--- config.mk ---
export PLATFORM = sky130hd
export DESIGN_NAME = lpgl_back
export DESIGN_NICKNAME = d
export VERILOG_FILES = /design/src/rtl/core/lpgl_pkg.sv /design/src/rtl/core/lpgl_back.sv
export SDC_FILE = /design/constraint.sdc
export NUM_CORES = 2
export LEC_CHECK = 0
export BUFFER_PORTS_ARGS = -buffer_cell sky130_fd_sc_hd__buf_2
export CELL_PAD_IN_SITES_DETAIL_PLACEMENT = 0
export CELL_PAD_IN_SITES_GLOBAL_PLACEMENT = 1
export CORE_MARGIN = 10
export CORE_UTILIZATION = 52
export DETAILED_ROUTE_END_ITERATION = 10
export HOLD_SLACK_MARGIN = 0.08
export PLACE_DENSITY = 0.8
export SLEW_MARGIN = 10
export SYNTH_ARGS = -nofsm -noshare
export SYNTH_HDL_FRONTEND = slang
export SYNTH_SLANG_ARGS = --single-unit
--- constraint.sdc ---
create_clock -name clk -period 15.9 [get_ports clk]
set_input_delay 3.18 -clock clk [delete_from_list [all_inputs] [get_ports clk]]
set_output_delay 3.18 -clock clk [all_outputs]
set_load 0.02 [all_outputs]
--- src/rtl/core/lpgl_pkg.sv ---
package lpgl_pkg;

    localparam int GAIN_SLOTS_DEF   = 10;
    localparam int MAX_CHANNELS_DEF = 8;

    localparam logic [30:0] FULL_SCALE = 31'h7fffffff;

    // configuration register indexes
    localparam logic [1:0] CFG_ATTENUATION  = 2'd0;
    localparam logic [1:0] CFG_CHANNELS     = 2'd1;
    localparam logic [1:0] CFG_BLOCK_FRAMES = 2'd2;

    localparam logic [3:0]  CHANNELS_RST = 4'd2;
    localparam logic [12:0] FRAMES_RST   = 13'd48;

    // one queued item, with its magnitude computed by the front end
    typedef struct packed {
        logic        kind;
        logic [31:0] sample;
        logic [3:0]  gain_slot;
        logic        block_end;
        logic [30:0] mag;
    } item_t;

endpackage

--- src/rtl/core/lpgl_back.sv ---
module lpgl_back #(
    parameter int GAIN_SLOTS   = lpgl_pkg::GAIN_SLOTS_DEF,
    parameter int MAX_CHANNELS = lpgl_pkg::MAX_CHANNELS_DEF
) (
    input  logic            clk,
    input  logic            rst_n,
    input  logic [1:0]      att,
    input  logic [3:0]      channels,
    input  logic [12:0]     frames,
    input  logic            q_valid,
    input  lpgl_pkg::item_t q_item,
    output logic            q_pop,
    output logic            out_valid,
    input  logic            out_stall,
    output logic [31:0]     scaled_sample,
    output logic            last_of_block
);
    import lpgl_pkg::*;

    localparam int IW   = (GAIN_SLOTS > 1) ? $clog2(GAIN_SLOTS) : 1;
    localparam int CW   = $clog2(MAX_CHANNELS + 1);
    localparam int CMPW = 6;
    localparam logic [IW:0] SLOTS = (IW + 1)'(GAIN_SLOTS);

    typedef enum logic [6:0] {
        S_IDLE = 7'b0000001,
        S_MIN  = 7'b0000010,
        S_STEP = 7'b0000100,
        S_DIV  = 7'b0001000,
        S_FIN  = 7'b0010000,
        S_MUL  = 7'b0100000,
        S_RND  = 7'b1000000
    } state_t;

    state_t       state_reg;
    logic [31:0]  ring_reg [GAIN_SLOTS];
    logic [IW-1:0] ptr_reg;
    logic [30:0]  peak_reg;
    logic [31:0]  gain_reg;
    logic [31:0]  step_reg;
    logic [12:0]  scnt_reg;
    logic [CW-1:0] ccnt_reg;
    logic [31:0]  x_reg;
    logic [3:0]   slot_reg;
    logic [IW-1:0] idx_reg;
    logic [IW:0]  k_reg;
    logic [31:0]  bmin_reg;
    logic [31:0]  emin_reg;
    logic [63:0]  dvd_reg;
    logic [31:0]  rem_reg;
    logic [31:0]  dvs_reg;
    logic [5:0]   dcnt_reg;
    logic         for_step_reg;
    logic         neg_reg;
    logic [63:0]  prod_reg;
    logic         out_valid_reg;
    logic [31:0]  out_data_reg;
    logic         out_last_reg;

    logic [30:0]  peak_new;
    logic [30:0]  thr;
    logic [31:0]  rem_sh;
    logic         ge;
    logic [IW:0]  p2;
    logic [IW-1:0] start_idx;
    logic [IW-1:0] idx_inc;
    logic [32:0]  diff;
    logic [32:0]  adiff;
    logic [63:0]  gshift;
    logic [64:0]  rsum;
    logic [64:0]  rval;
    logic [31:0]  rsat;
    logic [4:0]   sh;
    logic [CMPW-1:0] ch_eff;
    logic [12:0]  fr_eff;
    logic [CMPW-1:0] cc_inc;
    logic [13:0]  sc_inc;
    logic         slot_ok;
    logic         out_free;

    assign thr      = FULL_SCALE >> att;
    assign peak_new = (q_item.mag > peak_reg) ? q_item.mag : peak_reg;
    assign rem_sh   = {rem_reg[30:0], dvd_reg[63]};
    assign ge       = (rem_sh >= dvs_reg);
    assign p2       = {1'b0, ptr_reg} + (IW + 1)'(2);
    assign start_idx = (p2 >= SLOTS) ? IW'(p2 - SLOTS) : p2[IW-1:0];
    assign idx_inc  = ({1'b0, idx_reg} == SLOTS - (IW + 1)'(1)) ? '0 : idx_reg + IW'(1);
    assign diff     = {emin_reg[31], emin_reg} - {bmin_reg[31], bmin_reg};
    assign adiff    = diff[32] ? -diff : diff;
    assign gshift   = dvd_reg >> ({4'd0, att} + 6'd1);
    assign slot_ok  = ({1'b0, slot_reg} < 5'(GAIN_SLOTS));
    assign sh       = 5'd31 - {3'd0, att};
    assign rsum     = {prod_reg[63], prod_reg} + (65'sd1 <<< (sh - 5'd1));
    assign rval     = $signed(rsum) >>> sh;
    assign out_free = !out_valid_reg || !out_stall;
    assign fr_eff   = (frames == 13'd0) ? 13'd1 : frames;
    assign cc_inc   = CMPW'(ccnt_reg) + CMPW'(1);
    assign sc_inc   = {1'b0, scnt_reg} + 14'd1;

    always_comb
    begin
        if (channels == 4'd0)
            ch_eff = CMPW'(1);
        else if (CMPW'(channels) > CMPW'(MAX_CHANNELS))
            ch_eff = CMPW'(MAX_CHANNELS);
        else
            ch_eff = CMPW'(channels);
    end

    // saturate the rounded product to the signed 32-bit range
    always_comb
    begin
        if (!rval[64] && (rval[63:31] != 33'd0))
            rsat = 32'h7fffffff;
        else if (rval[64] && (rval[63:31] != {33{1'b1}}))
            rsat = 32'h80000000;
        else
            rsat = rval[31:0];
    end

    assign q_pop         = (state_reg == S_IDLE);
    assign out_valid     = out_valid_reg;
    assign scaled_sample = out_data_reg;
    assign last_of_block = out_last_reg;

    always_ff @(posedge clk)
    begin
        if (state_reg == S_MUL)
            prod_reg <= 64'($signed(x_reg) * $signed(gain_reg));
        if (state_reg == S_RND && out_free)
            out_data_reg <= rsat;
    end

    always_ff @(posedge clk or negedge rst_n)
    begin
        if (!rst_n)
        begin
            state_reg     <= S_IDLE;
            for (int i = 0; i < GAIN_SLOTS; i++)
                ring_reg[i] <= {1'b0, FULL_SCALE};
            ptr_reg       <= '0;
            peak_reg      <= '0;
            gain_reg      <= '0;
            step_reg      <= '0;
            scnt_reg      <= '0;
            ccnt_reg      <= '0;
            x_reg         <= '0;
            slot_reg      <= '0;
            idx_reg       <= '0;
            k_reg         <= '0;
            bmin_reg      <= '0;
            emin_reg      <= '0;
            dvd_reg       <= '0;
            rem_reg       <= '0;
            dvs_reg       <= '0;
            dcnt_reg      <= '0;
            for_step_reg  <= 1'b0;
            neg_reg       <= 1'b0;
            out_valid_reg <= 1'b0;
            out_last_reg  <= 1'b0;
        end
        else
        begin
            if (out_valid_reg && !out_stall)
                out_valid_reg <= 1'b0;

            unique case (state_reg)
                S_IDLE:
                begin
                    if (q_valid)
                    begin
                        x_reg    <= q_item.sample;
                        slot_reg <= q_item.gain_slot;
                        if (!q_item.kind)
                        begin
                            if (!q_item.block_end)
                            begin
                                peak_reg <= peak_new;
                            end
                            else if (peak_new > thr)
                            begin
                                peak_reg     <= peak_new;
                                dvd_reg      <= {1'b0, FULL_SCALE, 32'd0};
                                dvs_reg      <= {1'b0, peak_new};
                                rem_reg      <= '0;
                                dcnt_reg     <= '0;
                                for_step_reg <= 1'b0;
                                state_reg    <= S_DIV;
                            end
                            else
                            begin
                                if ({1'b0, q_item.gain_slot} < 5'(GAIN_SLOTS))
                                    ring_reg[q_item.gain_slot[IW-1:0]] <= {1'b0, FULL_SCALE};
                                peak_reg <= '0;
                            end
                        end
                        else if (scnt_reg == 13'd0 && ccnt_reg == '0)
                        begin
                            idx_reg   <= start_idx;
                            k_reg     <= '0;
                            state_reg <= S_MIN;
                        end
                        else
                        begin
                            state_reg <= S_MUL;
                        end
                    end
                end
                // scan the ring once; both windows share all but one slot
                S_MIN:
                begin
                    if (k_reg == '0)
                        bmin_reg <= ring_reg[idx_reg];
                    else if (k_reg <= SLOTS - (IW + 1)'(2)
                             && $signed(ring_reg[idx_reg]) < $signed(bmin_reg))
                        bmin_reg <= ring_reg[idx_reg];
                    if (k_reg == (IW + 1)'(1))
                        emin_reg <= ring_reg[idx_reg];
                    else if (k_reg > (IW + 1)'(1)
                             && $signed(ring_reg[idx_reg]) < $signed(emin_reg))
                        emin_reg <= ring_reg[idx_reg];
                    idx_reg <= idx_inc;
                    k_reg   <= k_reg + (IW + 1)'(1);
                    if (k_reg == SLOTS - (IW + 1)'(1))
                        state_reg <= S_STEP;
                end
                S_STEP:
                begin
                    gain_reg     <= bmin_reg;
                    neg_reg      <= diff[32];
                    dvd_reg      <= {31'd0, adiff};
                    dvs_reg      <= {19'd0, fr_eff};
                    rem_reg      <= '0;
                    dcnt_reg     <= '0;
                    for_step_reg <= 1'b1;
                    state_reg    <= S_DIV;
                end
                // restoring divide, one quotient bit a cycle
                S_DIV:
                begin
                    rem_reg  <= ge ? rem_sh - dvs_reg : rem_sh;
                    dvd_reg  <= {dvd_reg[62:0], ge};
                    dcnt_reg <= dcnt_reg + 6'd1;
                    if (dcnt_reg == 6'd63)
                        state_reg <= S_FIN;
                end
                S_FIN:
                begin
                    if (for_step_reg)
                    begin
                        step_reg  <= neg_reg ? -dvd_reg[31:0] : dvd_reg[31:0];
                        state_reg <= S_MUL;
                    end
                    else
                    begin
                        if (slot_ok)
                            ring_reg[slot_reg[IW-1:0]] <= gshift[31:0];
                        peak_reg  <= '0;
                        state_reg <= S_IDLE;
                    end
                end
                S_MUL:
                begin
                    state_reg <= S_RND;
                end
                S_RND:
                begin
                    if (out_free)
                    begin
                        out_valid_reg <= 1'b1;
                        out_last_reg  <= 1'b0;
                        if (cc_inc >= ch_eff)
                        begin
                            ccnt_reg <= '0;
                            gain_reg <= gain_reg + step_reg;
                            if (sc_inc >= {1'b0, fr_eff})
                            begin
                                scnt_reg     <= '0;
                                ptr_reg      <= ({1'b0, ptr_reg} == SLOTS - (IW + 1)'(1))
                                                ? '0 : ptr_reg + IW'(1);
                                out_last_reg <= 1'b1;
                            end
                            else
                            begin
                                scnt_reg <= sc_inc[12:0];
                            end
                        end
                        else
                        begin
                            ccnt_reg <= cc_inc[CW-1:0];
                        end
                        state_reg <= S_IDLE;
                    end
                end
                default:
                begin
                    state_reg <= S_IDLE;
                end
            endcase
        end
    end

endmodule

Word level (Yosys, flattened, before mapping)
Index checks and enable logic that the tools add are counted.
{"block": "word_totals", "regBits": 785, "in_bits": 92, "output_inout_bits": 35, "elab_cells": 238}
{"block": "op_classes", "n_addsub": 17, "multipliers": 1, "n_lt_le_gt_ge": 18, "eq_ne": 29, "shift": 4, "mux": 90, "bitwise_logic": 6, "n_reduce_logical": 40}
{"op": "2-to-1 mux 320 bit", "n": 7}
{"op": "one-hot mux 320 bit (2 select lines)", "n": 1}
{"op": "2-to-1 mux 32 bit", "n": 16}
{"op": "2-to-1 mux 31 bit", "n": 11}
{"op": "bitwise mux 320 bit", "n": 1}
{"op": "bitwise OR 310 bit", "n": 1}
{"op": "demux 32 bit (select 4 bit)", "n": 2}
{"op": "2-to-1 mux 64 bit", "n": 4}
{"op": "one-hot mux 64 bit (3 select lines)", "n": 1}
{"op": "binary-select mux 32 bit (select 4 bit)", "n": 1}
{"op": "one-hot mux 32 bit (2 select lines)", "n": 2}
{"op": "one-hot mux 31 bit (3 select lines)", "n": 1}
{"op": "adder 65 bit", "n": 1}
{"op": "<<< shifter 1 x 5 -> 65 bit (first input constant)", "n": 1}
{"op": ">>> shifter 65 x 5 -> 65 bit", "n": 1}
{"op": "< comparator 32 bit", "n": 2}
{"op": "multiplier 32 x 32 -> 64 bit", "n": 1}
{"op": "right shift 64 x 3 -> 32 bit", "n": 1}
{"op": "> comparator 31 bit", "n": 2}
{"op": "one-hot mux 31 bit (2 select lines)", "n": 1}
{"op": "2-to-1 mux 7 bit", "n": 7}
{"op": "one-hot mux 7 bit (7 select lines)", "n": 1}
{"op": "2-to-1 mux 6 bit", "n": 7}
{"op": "2-to-1 mux 33 bit", "n": 1}
{"op": "other kinds (68)", "n": 131}

Depth between registers and ports, before layout
{"block": "depth", "word_depth": 13, "depth_mapped": 30}

Worst setup path after synthesis
Ideal clock, no wire load.
{"block": "synth_timing", "kind": "register -> register", "from": "reg x_reg[31]", "to": "reg prod_reg[61] (data pin)", "setup_ps": 258, "t_arrival_ps": 7641, "slack_ps": 8001, "stages_incl_launch_ff": 25, "period_less_slack_ps": 7899, "path_cell_list": "dfrtp_1 > clkbuf_1 > nand2_1 > fa_1 > fa_1 > inv_1 > fa_1 > fa_1 > fa_1 > fa_1 > inv_1 > fa_1 > inv_1 > fa_1 > ha_1 > a21o_1 > a21o_1 > a21o_1 > a21oi_1 > inv_1 > a21oi_1 > o21ai_0 > a21o_1 > a21oi_1 > xnor2_1"}
{"block": "synth_between", "elab_chain_len": 1}
{"item": "start, declared", "line_no": "lpgl_back.sv:43", "text": "logic [31:0] x_reg;"}
{"item": "start signal, assigned", "line_no": "lpgl_back.sv:172", "text": "x_reg <= q_item.sample;"}
{"item": "multiplier 32 x 32 -> 64 bit", "line_no": "lpgl_back.sv:129", "text": "prod_reg <= 64'($signed(x_reg) * $signed(gain_reg));"}
{"item": "end signal, assigned", "line_no": "lpgl_back.sv:129"}
{"item": "end, declared", "line_no": "lpgl_back.sv:55", "text": "logic [63:0] prod_reg;"}
No other way between the ends.
A chain may end at the register's enable or synchronous reset.

Worst setup path after layout
{"block": "layout_timing", "from": "reg x_reg[17]", "to": "reg prod_reg[63] (data pin)"}
The elaborated chain is that of the path after synthesis.

==> flow_metrics.tcl <==
set metrics [dict create \
    postCtsSetupBuffers 0 \
    final-hold-violation-count 0 \
    finalCritPeriodShare_pct 61.4 \
    ys_ff_latch 759 \
    max_freq_mhz 102 \
    rsz0062_at_grt "false" \
    path_max_fanout 21 \
    async_reset_ff_share_pct 90.6 \
    critical_path_class "flip-flop to flip-flop" \
    pin_count 127 \
    cp_num_buf_inv 3 \
    cp.arrival_ps 10190 \
    die_y_um 417 \
    vias 62799 \
    path_delay_family "adder cells" \
    initial_core_util_pct 52.4 \
    core_sq_mm 0.156 \
    antenna_found_initial 8 \
    grt_pass1_wl_um 385000 \
    grt_pass1_vias 66447 \
    largest_reg_flops 320 \
    startpoint_type "flip-flop" \
    drive_above_1_share_pct 11.8 \
    setup-violations-final 0 \
    crit_slowest_cell "o311ai_0" \
    syn_area_sq_mm 0.0820 \
    via_per_inst 5.87 \
    synth_edf_count 71 \
    status "finished clean" \
    dp_hpwl_um 176000 \
    ctsHoldBuffers 0 \
    die_x_um 417 \
    rows 145 \
    firstDrtPassIters 8 \
    rrSetupSlack_ps 6140 \
    drc 0 \
    avgSynthCellArea_sq_um 9.43 \
    final_cell_mix "1156 x inv_1, 1084 x fa_1, 1016 x nand2_1" \
    fin_crit_ps 9760 \
    insertion_delay_ps 730 \
    clkTransAtPathRegs_ps 70 \
    ant_nets 0 \
    postRouteWirelength_um 243000 \
    fin_setup_tns_ps 0 \
    tightestPinTransition_ps 1190 \
    tritoncts "built" \
    worstPathRequired_ps 16330 \
    hp-class "flip-flop to flip-flop" \
    synth_cells 8690 \
    filler_cell_count 13967 \
    wl_per_cell_um 22.7 \
    mostFrequentLayoutCell "inv_1" \
    clockRootBuffer "clkbuf_16" \
    ctsResizeCount 0 \
    htree_num_levels 3 \
    grt_usage_pct 28.1 \
    io_buffers 126 \
    cpMostUsedCell "fa_1" \
    syn_to_final_growth_pct 7.37 \
    cpPeakStageDelay_ps 700 \
    seq_area_frac_synth_pct 24.1 \
    crit_path_end_kind "flip-flop" \
    gp_congestion 0.944 \
    ys.flop_type "dfrtp_1" \
    grt.overflow.total 0 \
    slew_headroom_pct 20.2 \
    first_iter_violations 4644 \
    layout.nets 10127 \
    die-area_sq_mm 0.174 \
    final.setup_skew_ps 57.0 \
    numCtsBuffers 93 \
    cap_violations 0 \
    grt_max_degree 166 \
    cts_buffer_depth 3 \
    finalMaxSlewViolations 0 \
    synth_cell_types 91 \
    yosys_warnings 0 \
    cts_sinks 759 \
]
metal layers:
layer  GRT usage (%)  up-vias  share of wire, %
met2            49.2     1946                50
met4            12.9        0               5.1
met5               0        -                 0
li1                -    28161                 -
met1            34.7    32103                40
met3            3.29      589               5.1
stage by stage:
stage | cells | hold slack, ps | area (sq um) | setup slack [ps] | util, %
2_1_floorplan | 8692 | 449 | 82000 | 8000 | -
3_3_place_gp | 10509 | 460 | 84700 | 5950 | 54.1
3_5_place_dp | 10509 | 465 | 84700 | 5960 | 54.1
4_1_cts | 10682 | 479 | 88000 | 6200 | 56.3
5_1_grt | 10694 | 506 | 88000 | 5790 | 56.3
6_report | 10698 | 476 | 88000 | 6140 | 56.3
worst paths after layout:
kind | from | endpoint | depth (start not counted)
max | x_reg[17] | prod_reg[63] | 25
min | dvs_reg[20] | dvs_reg[20] | 2
max reg2reg | x_reg[17] | prod_reg[63] | 25
min reg2reg | dvs_reg[20] | dvs_reg[20] | 2
max in group asynchronous | rst_n | ring_reg[69] | 4
min in group asynchronous | rst_n | x_reg[11] | 1
cell type report:
class                      count  area [sq um]  area share [%]
antenna                       16          40.0          0.0455
clock buffer                 126          2650            3.02
clock inverter                47           636           0.722
inverter                    1160          4350            4.95
multi-input combinational   6230         56000            63.7
sequential                   759         19700            22.4
tap                         2058          2570            2.93
timing repair buffer         302          1990            2.26
synthesized netlist by cell type, drive strengths merged, types with 120 or more instances:
cell type / number / area share (%)
nand2: 1020 / 4.7
dfrtp: 377 / 12
xor2: 120 / 1.3
fa: 1084 / 26
o21ai: 339 / 2.1
clkbuf: 484 / 2.2
nor2: 555 / 2.5
mux2i: 167 / 2.0
inv: 1158 / 5.3
and2: 524 / 4.0
ha: 405 / 6.2
dfstp: 311 / 10
a21oi: 523 / 3.2
a2bb2oi: 253 / 2.7
cell families (layout without fill, tap and decap cells):
logic type / count (synthesis) / count (layout) / share of synthesized area, %
other: 1 / 19 / 0.00457
AO/OA/AOI/OAI: 1657 / 1657 / 13.3
flip-flops: 759 / 759 / 24.1
multiplexers: 342 / 342 / 5.32
AND/OR/NAND/NOR: 2507 / 2507 / 14.3
adder cells (fa/ha/maj): 1489 / 1489 / 32.7
XOR/XNOR: 232 / 232 / 2.48
buffers and inverters: 1703 / 1635 / 7.85
worst reg2reg max path, stage by stage, from the launching register on:
cell and delay (ps):
dfrtp_1 650, buf_4 380, and2_1 220, fa_1 420, fa_1 490, fa_1 510, inv_1 50, fa_1 470
inv_1 50, fa_1 480, fa_1 560, fa_1 430, fa_1 460, ha_1 300, a211oi_1 240, nor2_1 130
o311ai_0 700, nand3b_1 160, a211oi_1 550, a31oi_1 410, a21bo_2 380, a31oi_1 500, o21ai_0 300, a211oi_1 380
o21bai_1 130, xnor2_1 140
Power is left out: the tool's default activity adds up to more than one toggle a clock period on the data nets, which glitch-free logic cannot reach.
