$ cat src/rtl/core/lpgl_pkg.sv
package lpgl_pkg;

    localparam int GAIN_SLOTS_DEF   = 10;
    localparam int MAX_CHANNELS_DEF = 8;

    localparam logic [30:0] FULL_SCALE = 31'h7fffffff;

    // configuration register indexes
    localparam logic [1:0] CFG_ATTENUATION  = 2'd0;
    localparam logic [1:0] CFG_CHANNELS     = 2'd1;
    localparam logic [1:0] CFG_BLOCK_FRAMES = 2'd2;

    localparam logic [3:0]  CHANNELS_RST = 4'd2;
    localparam logic [12:0] FRAMES_RST   = 13'd48;

    // one queued item, with its magnitude computed by the front end
    typedef struct packed {
        logic        kind;
        logic [31:0] sample;
        logic [3:0]  gain_slot;
        logic        block_end;
        logic [30:0] mag;
    } item_t;

endpackage

$ cat src/rtl/core/lpgl_front.sv
module lpgl_front (
    input  logic           clk,
    input  logic           rst_n,
    input  logic           in_valid,
    output logic           in_stall,
    input  logic           kind,
    input  logic [31:0]    sample,
    input  logic [3:0]     gain_slot,
    input  logic           block_end,
    output logic           q_valid,
    output lpgl_pkg::item_t q_item,
    input  logic           q_pop
);
    import lpgl_pkg::*;

    item_t       fifo_reg [2];
    logic        wr_ptr_reg;
    logic        rd_ptr_reg;
    logic [1:0]  count_reg;
    logic        push;
    logic        pop;
    item_t       item_new;

    // magnitude for the peak detector; the most negative value saturates
    always_comb
    begin
        item_new.kind      = kind;
        item_new.sample    = sample;
        item_new.gain_slot = gain_slot;
        item_new.block_end = block_end;
        if (sample[31])
        begin
            if (sample == 32'h80000000)
                item_new.mag = FULL_SCALE;
            else
                item_new.mag = 31'(-sample);
        end
        else
        begin
            item_new.mag = sample[30:0];
        end
    end

    assign in_stall = (count_reg == 2'd2);
    assign push     = in_valid && !in_stall;
    assign q_valid  = (count_reg != 2'd0);
    assign pop      = q_pop && q_valid;
    assign q_item   = fifo_reg[rd_ptr_reg];

    always_ff @(posedge clk)
    begin
        if (push)
            fifo_reg[wr_ptr_reg] <= item_new;
    end

    always_ff @(posedge clk or negedge rst_n)
    begin
        if (!rst_n)
        begin
            wr_ptr_reg <= 1'b0;
            rd_ptr_reg <= 1'b0;
            count_reg  <= 2'd0;
        end
        else
        begin
            if (push)
                wr_ptr_reg <= ~wr_ptr_reg;
            if (pop)
                rd_ptr_reg <= ~rd_ptr_reg;
            if (push && !pop)
                count_reg <= count_reg + 2'd1;
            else if (pop && !push)
                count_reg <= count_reg - 2'd1;
        end
    end

endmodule

$ cat config.mk
export PLATFORM = sky130hd
export DESIGN_NAME = lpgl_front
export DESIGN_NICKNAME = d
export VERILOG_FILES = /design/src/rtl/core/lpgl_pkg.sv /design/src/rtl/core/lpgl_front.sv
export SDC_FILE = /design/constraint.sdc
export NUM_CORES = 1
export LEC_CHECK = 0
export BUFFER_PORTS_ARGS = -buffer_cell sky130_fd_sc_hd__buf_2
export CELL_PAD_IN_SITES_DETAIL_PLACEMENT = 2
export CELL_PAD_IN_SITES_GLOBAL_PLACEMENT = 2
export CORE_ASPECT_RATIO = 1.1
export CORE_MARGIN = 4
export CORE_UTILIZATION = 44
export CTS_BUF_LIST = sky130_fd_sc_hd__clkbuf_8
export CTS_CLUSTER_SIZE = 30
export DETAILED_ROUTE_END_ITERATION = 7
export PLACE_DENSITY = 0.91
export RECOVER_POWER = 100
export SLEW_MARGIN = 40
export SYNTH_ARGS = -nofsm -noshare
export SYNTH_HDL_FRONTEND = slang
export SYNTH_SLANG_ARGS = --single-unit
$ cat constraint.sdc
create_clock -name clk -period 7.8 [get_ports clk]
set_input_delay 1.17 -clock clk [delete_from_list [all_inputs] [get_ports clk]]
set_output_delay 1.17 -clock clk [all_outputs]
set_load 0.05 [all_outputs]
* Word-level counts from Yosys, hierarchy flattened
Memory sizes are Yosys's and may differ from the RTL's.
Cells that the tools add are included.
** Cells by class
- $add $sub $neg :: 3
- Equality and inequality tests :: 2
- Multiplexer cells :: 6
- Bitwise operators :: 2
- Reductions and logical operators :: 9
** Operator list (count)
- $mux W31 :: 2
- $eq A32 B32 Y1 const B :: 1
- $neg A31 Y31 :: 1
- $logic_and A1 B1 Y1 :: 4
- $mux W2 :: 2
- $reduce_bool A2 Y1 :: 2
- $logic_not A1 Y1 :: 3
- $add A2 B1 Y2 const B :: 1
- $eq A2 B2 Y1 const B :: 1
- $mux W1 :: 2
- $not A1 Y1 :: 2
- $sub A2 B1 Y2 const B :: 1
** Word-level totals
- Register bits after elaboration :: 4
- Memory bits (writable) :: 138
- Input port bits :: 42
- Output and inout port bits :: 71
- Logic and storage cells :: 26
- Memories :: 1
** Memories
- fifo_reg :: depth 2, bits a word 69, read ports 1, clocked after memory_dff 0, wr ports 1, RTL line lpgl_front.sv:16 : item_t fifo_reg [2];

* Logic depth before layout (Yosys ltp)
Gate-level depths: netlist (run 1).
- Depth in word-level cells :: 7
- Depth in mapped cells :: 8
- Mapped depth without buffers :: 7

* Worst setup path after synthesis (run 1)
OpenSTA, ideal clock, no wires.
- Path type :: input-to-reg
- From :: input in_valid
- To :: memory fifo_reg[0][0] (netlist name) (enable)
- Setup time :: 0.496 ns
- Arrival time :: 4.141 ns
- Data required time :: 7.304 ns
- Setup slack :: 3.162 ns
- Cell stages on the path :: 2
- Buffers on the path :: 0
- Cells stage by stage :: nand2_1 -> nor2_1
** Between the ends
- Longest elaborated chain between the ends :: 3
** RTL lines
- start, declared :: RTL line lpgl_front.sv:4 : input logic in_valid,
- $logic_and A1 B1 Y1 :: RTL line lpgl_front.sv:45 : assign push = in_valid && !in_stall;
- $mux W1 :: RTL line lpgl_front.sv:52 : if (push)
- $mux W1 (not written as such) :: RTL line lpgl_front.sv:53 : fifo_reg[wr_ptr_reg] <= item_new;
- end, declared :: RTL line lpgl_front.sv:16
Every way passes these cells.

==> results.tsv, run 1 <==
stage	metric	value	unit
outcome	outcome	finished with violations	
outcome	failing checks	max-capacitance violations, max-slew violations	
route	Routed wire per std cell	24.4	um
power	Max VDD drop	196	uV
clock_tree	post-CTS sizing	0	
floorplan	Initial Utilization	45.4	%
critical_path	worst reg2reg startpoint	count_reg[0]	
power	Sw Ratio	43.9	%
cells_and_area	# fillers	1267	
min_path	Hold Path Class	flip-flop to flip-flop	
sta	setup-violating endpoint count in the final report	0	
floorplan	IO Pins	113	
min_path	min-delay src	count_reg[1]	
logic_synthesis	post-synth cell types	41	
clock_tree	Clock Sinks	142	
clock_tree	number of buffers inserted by hold repair at cts	0	
power	LEAKAGE	2.37	nW
route	DR pass1 iterations	4	
power	Combinational Power Share	41.9	%
global_route	grt met2 use	38.7	%
critical_path	Max FO, Critical Path	40	
sta	clk_skew	10.0	ps
critical_path	crit path capture type	primary output	
power	Clk network pwr share	18.8	%
power	Int Power	1.65	mW
cells_and_area	final core occ	52.9	%
route	Routed Wire Length	17100	um
logic_synthesis	Ys Warns	0	
critical_path	R2R depth	4	
power	Sequential Power Share	39.3	%
route	# DRC	0	
critical_path	CP startpoint kind	flip-flop	
cells_and_area	max reg flops	138	
logic_synthesis	Post-synth top flop	edfxtp_1	
cells_and_area	commonest non-fill, non-tap cell in the layout	edfxtp_1	
logic_synthesis	#FFs+latches synth	142	
global_route	remaining global-route overflow	0	
global_route	initial antenna violation count	1	
power	NetSw	1.29	mW
placed_design	final RePlAce weighted congestion	0.758	
sta	unrepaired setup endpoints after global routing	false	
critical_path	reg2reg setup slack	3550	ps
cells_and_area	FF+latch area	4240	um^2
route	Detailed Route Iter0 Violations	249	
power	Total Power	2.94	mW
clock_tree	CTS tree	built	
logic_synthesis	Synth area leader	edfxtp_1	
critical_path	CP Class	flip-flop to primary output	
clock_tree	clock latency on the worst-skew pair	440	ps
global_route	first-pass GRT wire length	26000	um
clock_tree	CTS buffer count	17	
clock_tree	clk buf depth	2	
global_route	number of global-route vias before repair	4384	
sta	crit share post-route	69.0	%
clock_tree	Post-CTS Setup Repair Bufs	0	
sta	FMAX	186	MHz
cells_and_area	Final Net Count	549	
route	via count	3872	
floorplan	die area	15700	um^2
logic_synthesis	Yosys top cell area share	68.2	%
min_path	hold-critical path depth	1	
logic_synthesis	Synth Cell Area	6070	um^2
sta	worst hold slack	515	ps
clock_tree	clock-pin slew on the worst setup and hold paths	70	ps
global_route	M3 GR Usage	3.91	%
cells_and_area	multi-input logic area	1720	um^2
floorplan	Vert. Die Dim	131	um
cells_and_area	most frequent cells in the layout	138 x edfxtp_1, 68 x clkbuf_1, 59 x mux2_2	
sta	Tmin final	5380	ps
global_route	Top Usage Layer GRT	met2	
floorplan	area of the core	13400	um^2
flow_run	max_cap viols	5	
sta	Worst-Margin Slew	4110	ps
clock_tree	CTS HTree Levels	4	
cells_and_area	layout cells sized above 1	27.2	%
route	Avg Vias per Cell	5.51	
logic_synthesis	Syn Area/Cell	15.7	um^2
logic_synthesis	main area contributors after synthesis	edfxtp_1 68%, mux2_2 13%, dfrtp_1 1.6%, xor2_1 1.4%, nand2_1 1.4%	
sta	Rel. slew slack	-174	%
critical_path	Worst R2R End	fifo_reg[0][6]	
logic_synthesis	syn_nets	431	
floorplan	Chip Width	120	um
critical_path	Worst Path Arrival	4210	ps
placed_design	detailed placement HPWL	11300	um
global_route	largest net degree at the start of global routing	70	
global_route	Tot GR Track Use	21.7	%
cells_and_area	Non-Filler Instances	703	
placed_design	PortBufs	112	
min_path	hold path endpoint	count_reg[1]	
logic_synthesis	Async S/R FF share, synth	2.82	%
logic_synthesis	sequential area share after synthesis	69.9	%
route	post-route ant nets	0	
logic_synthesis	EDFF count, synth	138	
global_route	met1 usage	26.0	%
clock_tree	clock root cell	clkbuf_8	
placed_design	placed cells	670	
cells_and_area	area growth from synthesis to layout	16.5	%
power	Power Density	416	nW/um^2
sta	setup_tns	0	ps
critical_path	Critical Path RT	6630	ps
floorplan	std cell rows	44	
sta	Fin. Hold Viols	0	
sta	Final Max Tran Viols	235	
logic_synthesis	Gate Count Post-Synth	387	
[power groups by stage]
| stage | clock, mW | combinational, mW | sequential, mW |
|---|---|---|---|
| floorplan | 0 | 0.998 | 1.11 |
| global placement | 0 | 1.19 | 1.17 |
| detailed placement | 0 | 1.28 | 1.16 |
| CTS | 0.561 | 1.28 | 1.14 |
| global route | 0.599 | 1.29 | 1.17 |
| finish | 0.554 | 1.23 | 1.15 |
[layout make-up]
| type | instances | share of cell area, % |
|---|---|---|
| clock inverter | 15 | 1.84 |
| multi-input combinational | 223 | 24.3 |
| timing repair buffer | 115 | 6.94 |
| sequential | 142 | 60.0 |
| antenna | 1 | 0.0354 |
| tap | 184 | 3.26 |
| inverter | 6 | 0.318 |
| clock buffer | 17 | 3.31 |
[per-layer routing]
metal	vias up	part of all wire (%)
li1	1747	-
met1	1986	40
met2	116	54
met3	23	4.0
met4	0	2.0
met5	-	0
[synth_stat cells (all sizes together) (7+ instances only)]
master	number
nor3	11
nand2	22
or4	7
mux2	69
xor2	10
nor2	16
clkbuf	14
or3	7
a21oi	8
edfxtp	138
o21ai	16
[how the worst max path moves through the flow]
stage | from | to | slack (ps) | cells past startpoint
2_1_floorplan | in_valid | fifo_reg[0][0] | 3160 | 2
4_1_cts | sample[5] | fifo_reg[1][18] | 4030 | 5
6_report | rd_ptr_reg | q_item[5] | 2420 | 3
3_3_place_gp | sample[5] | fifo_reg[0][29] | 3930 | 6
5_1_grt | rd_ptr_reg | q_item[2] | 2110 | 3
3_5_place_dp | sample[5] | fifo_reg[0][18] | 3680 | 5
[worst max-delay path: stages, from the launching register on]
cell and delay (ps):
dfrtp_1 1230, clkbuf_1 1760, mux2_2 460, buf_2 270
[kinds of logic after synthesis]
family / after synthesis / share of synthesized area (%)
flip-flops: 142 / 69.9
AND/OR/NAND/NOR: 88 / 7.65
multiplexers: 70 / 13.0
AO/OA/AOI/OAI: 50 / 5.61
buffers and inverters: 22 / 1.61
XOR/XNOR: 13 / 1.88
adder cells (fa/ha/maj): 2 / 0.412
[metrics by stage]
step / area (um^2) / worst slack, ps
final: 7070 / 2420
after floorplan: 6070 / 3160
after CTS: 7220 / 4030
after detailed placement: 6860 / 3680
after global routing: 7070 / 2110
after global placement: 6810 / 3930
(Power assumes the default switching activity.)
==> run 2: changes to the inputs <==
--- a/config.mk
+++ b/config.mk
@@ -5,16 +5,17 @@
 export SDC_FILE = /design/constraint.sdc
 export NUM_CORES = 1
 export LEC_CHECK = 0
+export ABC_AREA = 1
 export BUFFER_PORTS_ARGS = -buffer_cell sky130_fd_sc_hd__buf_2
 export CELL_PAD_IN_SITES_DETAIL_PLACEMENT = 2
 export CELL_PAD_IN_SITES_GLOBAL_PLACEMENT = 2
 export CORE_ASPECT_RATIO = 1.1
 export CORE_MARGIN = 4
-export CORE_UTILIZATION = 44
+export CORE_UTILIZATION = 33
 export CTS_BUF_LIST = sky130_fd_sc_hd__clkbuf_8
 export CTS_CLUSTER_SIZE = 30
 export DETAILED_ROUTE_END_ITERATION = 7
-export PLACE_DENSITY = 0.91
+export PLACE_DENSITY = 0.81
 export RECOVER_POWER = 100
 export SLEW_MARGIN = 40
 export SYNTH_ARGS = -nofsm -noshare
==> constraint.sdc (replaced) <==
create_clock -name clk -period 4.6 [get_ports clk]
set_input_delay 0.69 -clock clk [delete_from_list [all_inputs] [get_ports clk]]
set_output_delay 0.69 -clock clk [all_outputs]
set_load 0.05 [all_outputs]
==> run 2 against run 1 <==
Against the previous run:
- the flow still finishes with violations (max-capacitance violations, max-slew violations)
- utilization decreased by 14 points
- die area increased by 38%
- synthesized area increased by 5.6%
- register-to-register slack got worse by 1700 ps
- clock-buffer cell count increased by 2
- global-route usage decreased by 4.1 points
- critical path type unchanged
- critical endpoint unchanged
- largest cell class unchanged
- highest routed layer unchanged
==> results.tsv, run 2 <==
stage	metric	value	unit	change
cells_and_area	FF+latch area	4250	um^2	was 4240 um^2
cells_and_area	most frequent cells in the layout	294 x nand2_1, 138 x edfxtp_1, 106 x clkbuf_1		was 138 x edfxtp_1, 68 x clkbuf_1, 59 x mux2_2
route	post-route ant nets	0		unchanged
critical_path	Worst path max stage delay	1120	ps	was 1760 ps
cells_and_area	# fillers	2121		was 1267
global_route	Tot GR Track Use	17.6	%	was 21.7%
critical_path	CP Class	flip-flop to primary output		unchanged
logic_synthesis	Syn Area/Cell	10.1	um^2	was 15.7 um^2
route	Avg Vias per Cell	4.84		was 5.51
clock_tree	Clock Sinks	142		unchanged
logic_synthesis	most frequent cell after synthesis	nand2_1		was edfxtp_1
sta	clk_skew	11.9	ps	was 10.0 ps
placed_design	placed cells	975		was 670
min_path	Hold Path Class	primary input to flip-flop		was flip-flop to flip-flop
logic_synthesis	#FFs+latches synth	142		unchanged
route	# DRC	0		unchanged
cells_and_area	area growth from synthesis to layout	16.8	%	was 16.5%
logic_synthesis	Ys Warns	0		unchanged
logic_synthesis	syn_nets	676		was 431
sta	crit share post-route	75.8	%	
logic_synthesis	post-synth cell types	27		was 41
floorplan	Chip Width	141	um	was 120 um
logic_synthesis	Synth Area in Compound Gates	0.976	%	was 5.60%
critical_path	CP dominant cell by count	nand2_1		
global_route	initial antenna violation count	0		was 1
sta	Final WS setup	1110	ps	was 2420 ps
logic_synthesis	Adder-Cell Fraction of Synth Area	0.390	%	was 0.412%
logic_synthesis	Yosys top cell area share	64.6	%	was 68.2%
sta	unrepaired setup endpoints after global routing	false		unchanged
logic_synthesis	multiplexer share of the synthesized area	0	%	was 13.0%
clock_tree	CTS HTree Levels	4		unchanged
global_route	first-pass GRT wire length	29600	um	was 26000 um
logic_synthesis	sequential area share after synthesis	66.2	%	was 69.9%
critical_path	CP cell instances	clkbuf_2, nand2_1, nand2_1, clkbuf_1		was clkbuf_1, mux2_2, buf_2
logic_synthesis	Synth Cell Area	6410	um^2	was 6070 um^2
floorplan	Initial Utilization	33.6	%	was 45.4%
clock_tree	clock root cell	clkbuf_8		unchanged
logic_synthesis	largest family of logic cells by synthesized area	simple AND/OR/NAND/NOR gates		was multiplexers
floorplan	area of the core	19100	um^2	was 13400 um^2
logic_synthesis	main area contributors after synthesis	edfxtp_1 65%, nand2_1 17%, nand3_2 3.1%, nand3_1 2.9%, nor2_1 2.4%		was edfxtp_1 68%, mux2_2 13%, dfrtp_1 1.6%, xor2_1 1.4%, nand2_1 1.4%
clock_tree	clock latency on the worst-skew pair	450	ps	was 440 ps
clock_tree	post-CTS sizing	0		unchanged
placed_design	pre-CTS WS	1640	ps	was 3680 ps
power	Max VDD drop	315	uV	was 196 uV
cells_and_area	Ant. Diodes	0		was 1
critical_path	Slowest cell on crit path	clkbuf_2		was clkbuf_1
outcome	outcome	finished with violations		unchanged
sta	Fin. Hold Viols	0		unchanged
placed_design	detailed placement HPWL	13000	um	was 11300 um
flow_run	max_cap viols	3		was 5
floorplan	std cell rows	53		was 44
cells_and_area	max reg flops	138		unchanged
route	via count	4879		was 3872
logic_synthesis	Gate Count Post-Synth	632		was 387
global_route	remaining global-route overflow	0		unchanged
sta	Tmin final	3490	ps	
outcome	failing checks	max-capacitance violations, max-slew violations		unchanged
route	Detailed Route Iter0 Violations	207		was 249
cells_and_area	layout cells sized above 1	7.74	%	was 27.2%
sta	Final Max Tran Viols	122		was 235
clock_tree	CTS tree	built		unchanged
critical_path	CP startpoint kind	flip-flop		unchanged
cells_and_area	multi-input logic area	1820	um^2	was 1720 um^2
critical_path	crit path capture type	primary output		unchanged
critical_path	Critical Path RT	3910	ps	was 6630 ps
logic_synthesis	Post-synth top flop	edfxtp_1		unchanged
sta	setup-violating endpoint count in the final report	0		unchanged
critical_path	CP top delay family	buffers and inverters		unchanged
placed_design	final RePlAce weighted congestion	0.803		was 0.758
cells_and_area	Non-Filler Instances	1009		was 703
cells_and_area	final core occ	39.2	%	was 52.9%
critical_path	Worst Path Arrival	2800	ps	was 4210 ps
global_route	largest net degree at the start of global routing	70		unchanged
power	Total Power	5.46	mW	was 2.94 mW
global_route	number of global-route vias before repair	5482		was 4384
logic_synthesis	Synth area leader	edfxtp_1		unchanged
sta	setup_tns	0	ps	unchanged
floorplan	die area	21700	um^2	was 15700 um^2
clock_tree	clk buf depth	2		unchanged
sta	Rel. slew slack	-10.5	%	was -174%
floorplan	IO Pins	113		unchanged
route	DR pass1 iterations	4		unchanged
cells_and_area	Final Net Count	793		was 549
clock_tree	CTS buffer count	17		unchanged
route	Routed Wire Length	18800	um	was 17100 um
logic_synthesis	Post-Synth XOR/XNOR Area	0.546	%	was 1.88%
clock_tree	clock-pin slew on the worst setup and hold paths	80	ps	was 70 ps
sta	FMAX	287	MHz	
logic_synthesis	Async S/R FF share, synth	2.82	%	unchanged
critical_path	WP buf/inv	2		unchanged
logic_synthesis	Commonest cells post-synth	294 x nand2_1, 138 x edfxtp_1, 41 x nor2_1		was 138 x edfxtp_1, 69 x mux2_2, 22 x nand2_1
power	LEAKAGE	3.05	nW	was 2.37 nW
cells_and_area	commonest non-fill, non-tap cell in the layout	nand2_1		was edfxtp_1
logic_synthesis	EDFF count, synth	138		unchanged
critical_path	Max FO, Critical Path	69		was 40
route	Routed wire per std cell	18.6	um	was 24.4 um
sta	Worst-Margin Slew	1650	ps	was 4110 ps
placed_design	PortBufs	112		unchanged
power	Power Density	730	nW/um^2	was 416 nW/um^2
clock_tree	Post-CTS Setup Repair Bufs	0		unchanged
logic_synthesis	simple-gate area share of the yosys netlist	28.0	%	was 7.64%
floorplan	Vert. Die Dim	154	um	was 131 um
==> run 2: cell types whose count changed after synthesis, moves of 7 or more <==
cell,delta
nand2_1,+272
mux2_2,-69
nand3_1,+32
inv_1,+29
nor2_1,+25
nand3_2,+20
nor3_1,-10
o21ai_0,-7
xor2_1,-7
==> run 2: through the flow <==
stage | hold WS [ps] | cell area (um^2)
after floorplan | 394 | 6410
after global placement | 497 | 7250
after detailed placement | 501 | 7250
after CTS | 398 | 7730
after global routing | 385 | 7490
final | 434 | 7490
==> run 2: power by group <==
part / internal [mW] / switching [mW] / total, mW / leakage [nW]
clock: 0.678 / 0.501 / 1.18 / 0.237
sequential: 1.78 / 0.0838 / 1.86 / 1.33
combinational: 0.373 / 2.05 / 2.42 / 1.49
total: 2.83 / 2.64 / 5.46 / 3.05
==> run 2: kinds of logic after synthesis <==
| logic type | Yosys count |
|---|---|
| simple gates | 414 |
| flops | 142 |
| buf+inv | 58 |
| compound gates | 12 |
| xor+xnor | 4 |
| fa+ha+maj | 2 |
==> run 2: area by class of cell <==
type                    count  area share [%]
well taps                 247            4.13
repair buffers            119            6.72
clock buffers              19            3.49
multi-input cells         432            24.3
flip-flops and latches    142            56.7
inverters                  37            1.89
clock inverters            13            2.77
==> run 2: per-layer routing <==
metal / global-route usage [%] / part of all wire [%] / routed length (um)
met2: 33.1 / 55 / 10300
met4: 4.43 / 1.3 / 244
met1: 20.1 / 40 / 7560
met5: 0 / 0 / 0
met3: 4.11 / 3.2 / 606
==> run 2: what timing repair did <==
action | CTS | global route
endpoints found under the hold margin | 4 | 0
hold buffers | 1 | 0
endpoints found under the setup margin | 0 | 0
==> run 2: final timing paths <==
path	startpoint	to	slack, ps	depth (start not counted)
worst max-delay path	rd_ptr_reg	q_item[5]	1110	4
worst min-delay path	gain_slot[0]	fifo_reg[1][32]	430	1
worst max register to register	count_reg[1]	fifo_reg[1][28]	1850	4
worst min register to register	count_reg[0]	count_reg[0]	540	1
max in group asynchronous	rst_n	rd_ptr_reg	3770	2
min in group asynchronous	rst_n	count_reg[0]	610	2
